`src/rtl/dusi_pkg.sv`:
```
// Package for the descending unique sorted insertion list.
// Holds the capacity, field widths, status codes and the cell interface types.
// No dependencies.
`default_nettype none
package dusi_pkg;

  localparam int CAPACITY = 64;
  localparam int CNT_W    = $clog2(CAPACITY + 1);

  localparam int VALUE_W  = 32;
  localparam int POS_W    = 6;
  localparam int STATUS_W = 3;
  localparam int COUNT_W  = 7;

  localparam int IN_DATA_W  = 40;
  localparam int OUT_DATA_W = 48;

  typedef enum logic [STATUS_W-1:0] {
    ST_INSERTED  = 3'd0,
    ST_DUPLICATE = 3'd1,
    ST_FULL      = 3'd2,
    ST_READ_OK   = 3'd3,
    ST_READ_OOR  = 3'd4
  } status_t;

  // Control that the top level hands to every cell.
  typedef struct packed {
    logic wr_en;
    logic valid;
  } cell_ctl_t;

  // Flags that a cell reports to the top level and to its right neighbor.
  typedef struct packed {
    logic below;
    logic eq;
  } cell_flags_t;

endpackage
`default_nettype wire

```
`src/rtl/dusi_cell.sv`:
```
// One cell of the sorted list: holds one entry and compares it with the key.
// Depends on dusi_pkg.
`default_nettype none
module dusi_cell
  import dusi_pkg::*;
(
  input  wire logic                      clk,
  input  wire cell_ctl_t                 ctl,
  input  wire logic signed [VALUE_W-1:0] key,
  input  wire logic signed [VALUE_W-1:0] left_entry,
  input  wire cell_flags_t               left_flags,
  output logic signed [VALUE_W-1:0]      entry,
  output cell_flags_t                    flags
);

  logic signed [VALUE_W-1:0] entry_r;
  logic signed [VALUE_W-1:0] entry_nxt;

  // The key belongs at or before this cell when the cell is empty or smaller.
  assign flags.below = !ctl.valid || (key > entry_r);
  assign flags.eq    = ctl.valid && (key == entry_r);
  assign entry       = entry_r;

  always_comb begin
    priority if (left_flags.below) begin
      entry_nxt = left_entry;
    end else if (flags.below) begin
      entry_nxt = key;
    end else begin
      entry_nxt = entry_r;
    end
  end

  always_ff @(posedge clk) begin
    if (ctl.wr_en) begin
      entry_r <= entry_nxt;
    end
  end

endmodule
`default_nettype wire

```
`config.mk`:
```
export PLATFORM = sky130hd
export DESIGN_NAME = dusi_cell
export DESIGN_NICKNAME = d
export VERILOG_FILES = /design/src/rtl/dusi_pkg.sv /design/src/rtl/dusi_cell.sv
export SDC_FILE = /design/constraint.sdc
export NUM_CORES = 1
export LEC_CHECK = 0
export BUFFER_PORTS_ARGS = -buffer_cell sky130_fd_sc_hd__buf_2
export CAP_MARGIN = 20
export CORE_UTILIZATION = 42
export CTS_BUF_LIST = sky130_fd_sc_hd__clkbuf_8 sky130_fd_sc_hd__clkbuf_16
export DETAILED_ROUTE_END_ITERATION = 16
export GPL_TIMING_DRIVEN = 0
export HOLD_SLACK_MARGIN = 0.03
export PLACE_DENSITY = 0.88
export SLEW_MARGIN = 5
export SYNTH_ARGS = -nofsm -noshare
export SYNTH_HDL_FRONTEND = slang
export SYNTH_SLANG_ARGS = --single-unit
```
`constraint.sdc`:
```
create_clock -name clk -period 3.37 [get_ports clk]
set_input_delay 0.1685 -clock clk [delete_from_list [all_inputs] [get_ports clk]]
set_output_delay 0.1685 -clock clk [all_outputs]
set_load 0.005 [all_outputs]
```
==> load_flow_metrics.sql <==
INSERT INTO impl_metrics (metric_group, metric, value, unit) VALUES
('run_status', 'outcome', 'finished clean', ''),
('global_routing', 'grt.met2_usage', '32.3', '%'),
('logic_synthesis', 'synthArstFlopShare', '0', '%'),
('sta', 'drv_slew', '0', ''),
('detailed_routing', 'drt_first_pass_iters', '4', ''),
('worst_setup_path', 'endpoint_kind', 'flip-flop', ''),
('sta', 'hold_viol_final', '0', ''),
('worst_setup_path', 'critPathMaxStageDelay', '0.37', 'ns'),
('detailed_routing', 'detail_route.wirelength', '4.94', 'mm'),
('worst_setup_path', 'timing.critical_path.depth', '9', ''),
('sta', 'max-slew-margin-rel', '61.9', '%'),
('detailed_routing', 'dr_total_vias', '1810', ''),
('clock_network', 'clk_pin_slew', '0.07', 'ns'),
('global_routing', 'grt_busiest_layer', 'met2', ''),
('logic_synthesis', 'ys_seq_elements', '32', ''),
('die', 'die_x', '74.3', 'um'),
('power', 'worst_ir_drop_vdd', '0.244', 'mV'),
('worst_setup_path', 'r2r.worst_path.cells', '9', ''),
('logic_synthesis', 'synth_top_area_share', '43.7', '%'),
('power', 'combPwrFrac', '25.6', '%'),
('global_routing', 'gr-usage-met3', '5.69', '%'),
('power', 'switchingPower', '276', 'uW'),
('placed_design', 'numPortBuffers', '100', ''),
('worst_setup_path', 'crit_path_cell_trace', 'inv_1, ha_1, nand4_1, nor4_2, and4_1, o41a_1, o21ai_0, a41oi_4, buf_16', ''),
('clock_network', 'ctsRootBufferMaster', 'sky130_fd_sc_hd__clkbuf_8', ''),
('logic_synthesis', 'synth_sequential_area_ratio', '43.7', '%'),
('clock_network', 'clock_tree.htree_level_count', '2', ''),
('die', 'floorplan.die.height', '74.3', 'um'),
('placed_design', 'pre_cts_slack', '0.131', 'ns'),
('clock_network', 'cts.hold.buffers_added', '0', ''),
('worst_setup_path', 'crit_slowest_cell', 'sky130_fd_sc_hd__nor4_2', ''),
('logic_synthesis', 'synthFlopType', 'sky130_fd_sc_hd__edfxtp_1', ''),
('power', 'power_leakage', '0.00145', 'uW'),
('worst_setup_path', 'worst-endpoint-arrival', '2.80', 'ns'),
('global_routing', 'grt_antenna_before_repair', '0', ''),
('logic_synthesis', 'number_of_enable_type_register_cells_in_the_synthesized_netlist', '32', ''),
('sta', 'max_slew.worst_pin.slew', '0.571', 'ns'),
('logic_synthesis', 'syn-cell-area', '2200', 'um^2'),
('clock_network', 'cts_max_path_buffers', '2', ''),
('clock_network', 'tritoncts', 'built', ''),
('logic_synthesis', 'netlist-cell-type-count', '29', ''),
('clock_network', 'worst_skew_pair.late_latency', '0.28', 'ns'),
('worst_setup_path', 'start_kind', 'flip-flop', ''),
('placed_design', 'global_placement_routability_congestion', '0.731', ''),
('logic_synthesis', 'syn_warnings', '0', ''),
('final_layout', 'antenna_cells', '0', ''),
('power', 'p_clk_share', '26.5', '%'),
('sta', 'timing.clock.skew', '0.00316', 'ns'),
('final_layout', 'layout-drive-gt1-share', '49.0', '%'),
('detailed_routing', 'route.detailed.vias_per_inst', '4.96', ''),
('global_routing', 'grt_util_all_layers', '18.4', '%'),
('power', 'power.internal', '755', 'uW'),
('die', 'rows', '25', ''),
('die', 'design.core.area', '4880', 'um^2'),
('power', 'total_power_per_unit_cell_area', '351', 'nW/um^2'),
('clock_network', 'cts_buffer_count', '5', ''),
('worst_setup_path', 'cp_class', 'flip-flop to flip-flop', ''),
('die', 'die_outline_area', '5530', 'um^2'),
('worst_setup_path', 'cp_num_buf_inv', '2', ''),
('global_routing', 'maximum_number_of_pins_on_one_net_before_global_route_repair', '18', ''),
('logic_synthesis', 'post_synth_main_area_contributors', 'sky130_fd_sc_hd__edfxtp_1 44%, sky130_fd_sc_hd__ha_1 18%, sky130_fd_sc_hd__mux2_2 16%', ''),
('power', 'seq_power_share', '47.9', '%'),
('logic_synthesis', 'syn_nets', '287', ''),
('detailed_routing', 'drt_iter0_drc', '43', ''),
('final_layout', 'largest_register_ffs', '32', ''),
('logic_synthesis', 'synth_area_leader_cell', 'sky130_fd_sc_hd__edfxtp_1', ''),
('sta', 'rsz0062_at_grt', 'no', ''),
('sta', 'final_critical_path_setup_slack', '0.557', 'ns'),
('die', 'floorplan.io_pins', '103', ''),
('logic_synthesis', 'post-synth-top-count-cell', 'sky130_fd_sc_hd__inv_1', ''),
('global_routing', 'grt_pass1_vias', '1750', '');
==> power by group through the flow <==
stage          Clock (uW)  Sequential [uW]  Combinational, uW
6_report              273              495                264
2_1_floorplan           0              507                136
5_1_grt               298              499                296
3_5_place_dp            0              503                257
3_3_place_gp            0              503                237
4_1_cts               283              495                260
==> per-layer routing <==
| metal | vias up | wire [um] |
|---|---|---|
| met5 | - | 0 |
| met2 | 65 | 2430 |
| met3 | 2 | 290 |
| met1 | 834 | 2200 |
| li1 | 909 | - |
| met4 | 0 | 23 |
==> per-stage QoR <==
step / instances / instance area, um^2 / TNS (ns) / power, uW
2_1_floorplan: 186 / 2200 / 0 / 643
3_3_place_gp: 353 / 2780 / -15.51 / 740
3_5_place_dp: 354 / 2820 / 0 / 761
4_1_cts: 362 / 2900 / 0 / 1040
5_1_grt: 365 / 2940 / 0 / 1090
6_report: 365 / 2940 / 0 / 1030
==> kinds of logic (layout without fill, tap and decap cells) <==
group | Yosys count | in the layout | share of synthesized area, %
AO/OA/AOI/OAI | 28 | 28 | 8.54
adder cells (fa/ha/maj) | 32 | 32 | 18.2
buffers and inverters | 38 | 150 | 6.49
flip-flops | 32 | 32 | 43.7
multiplexers | 31 | 31 | 15.9
AND/OR/NAND/NOR | 25 | 25 | 7.17
==> cells in the final DEF, fill, tap and decap left out <==
cell and instances:
sky130_fd_sc_hd__nor3_1 1, sky130_fd_sc_hd__or3_4 1, sky130_fd_sc_hd__o211ai_1 2, sky130_fd_sc_hd__a41oi_4 1, sky130_fd_sc_hd__edfxtp_1 32, sky130_fd_sc_hd__nand4_1 5, sky130_fd_sc_hd__and4_1 2, sky130_fd_sc_hd__buf_4 2
sky130_fd_sc_hd__nor4_2 1, sky130_fd_sc_hd__nor2b_1 1, sky130_fd_sc_hd__clkbuf_1 3, sky130_fd_sc_hd__a211oi_1 2, sky130_fd_sc_hd__nand3_1 2, sky130_fd_sc_hd__o21ai_0 5, sky130_fd_sc_hd__nand3_2 1, sky130_fd_sc_hd__clkinv_1 1
sky130_fd_sc_hd__a221oi_1 1, sky130_fd_sc_hd__a221o_1 1, sky130_fd_sc_hd__buf_2 100, sky130_fd_sc_hd__and2_2 1, sky130_fd_sc_hd__a31oi_1 1, sky130_fd_sc_hd__inv_1 36, sky130_fd_sc_hd__a21oi_1 10, sky130_fd_sc_hd__o41a_1 1
sky130_fd_sc_hd__mux2_2 31, sky130_fd_sc_hd__a21boi_1 1, sky130_fd_sc_hd__buf_1 1, sky130_fd_sc_hd__nand2_1 7, sky130_fd_sc_hd__nor2_1 2, sky130_fd_sc_hd__a21o_1 3, sky130_fd_sc_hd__buf_16 1, sky130_fd_sc_hd__buf_12 1
sky130_fd_sc_hd__nand4_2 1, sky130_fd_sc_hd__clkbuf_8 5, sky130_fd_sc_hd__ha_1 32
==> tightest hold or removal path: stages <==
cell,delay [ns]
sky130_fd_sc_hd__buf_2,0.08
sky130_fd_sc_hd__nand2_1,0.04
sky130_fd_sc_hd__o21ai_0,0.05
==> what timing repair did <==
action,4_1_cts,5_1_grt
endpoints found under the setup margin,0,17
hold endpoints to repair,0,0
setup buffers,0,3
==> worst paths after layout <==
check,start,end,slack (ns)
max,entry[31],entry[7],0.56
min,left_entry[0],entry[0],0.17
max reg2reg,entry[31],entry[7],0.56
min reg2reg,entry[31],entry[24],1.30
==> cell type report <==
cell class / instances / area [um^2]
fillers: 453 / 1940
clock buffers: 5 / 68.8
plain buffers: 4 / 15.0
well taps: 67 / 83.8
inverters: 34 / 128
multi-input cells: 116 / 1110
clock inverters: 3 / 11.3
flip-flops and latches: 32 / 961
repair buffers: 104 / 563
(Power assumes the default switching activity.)
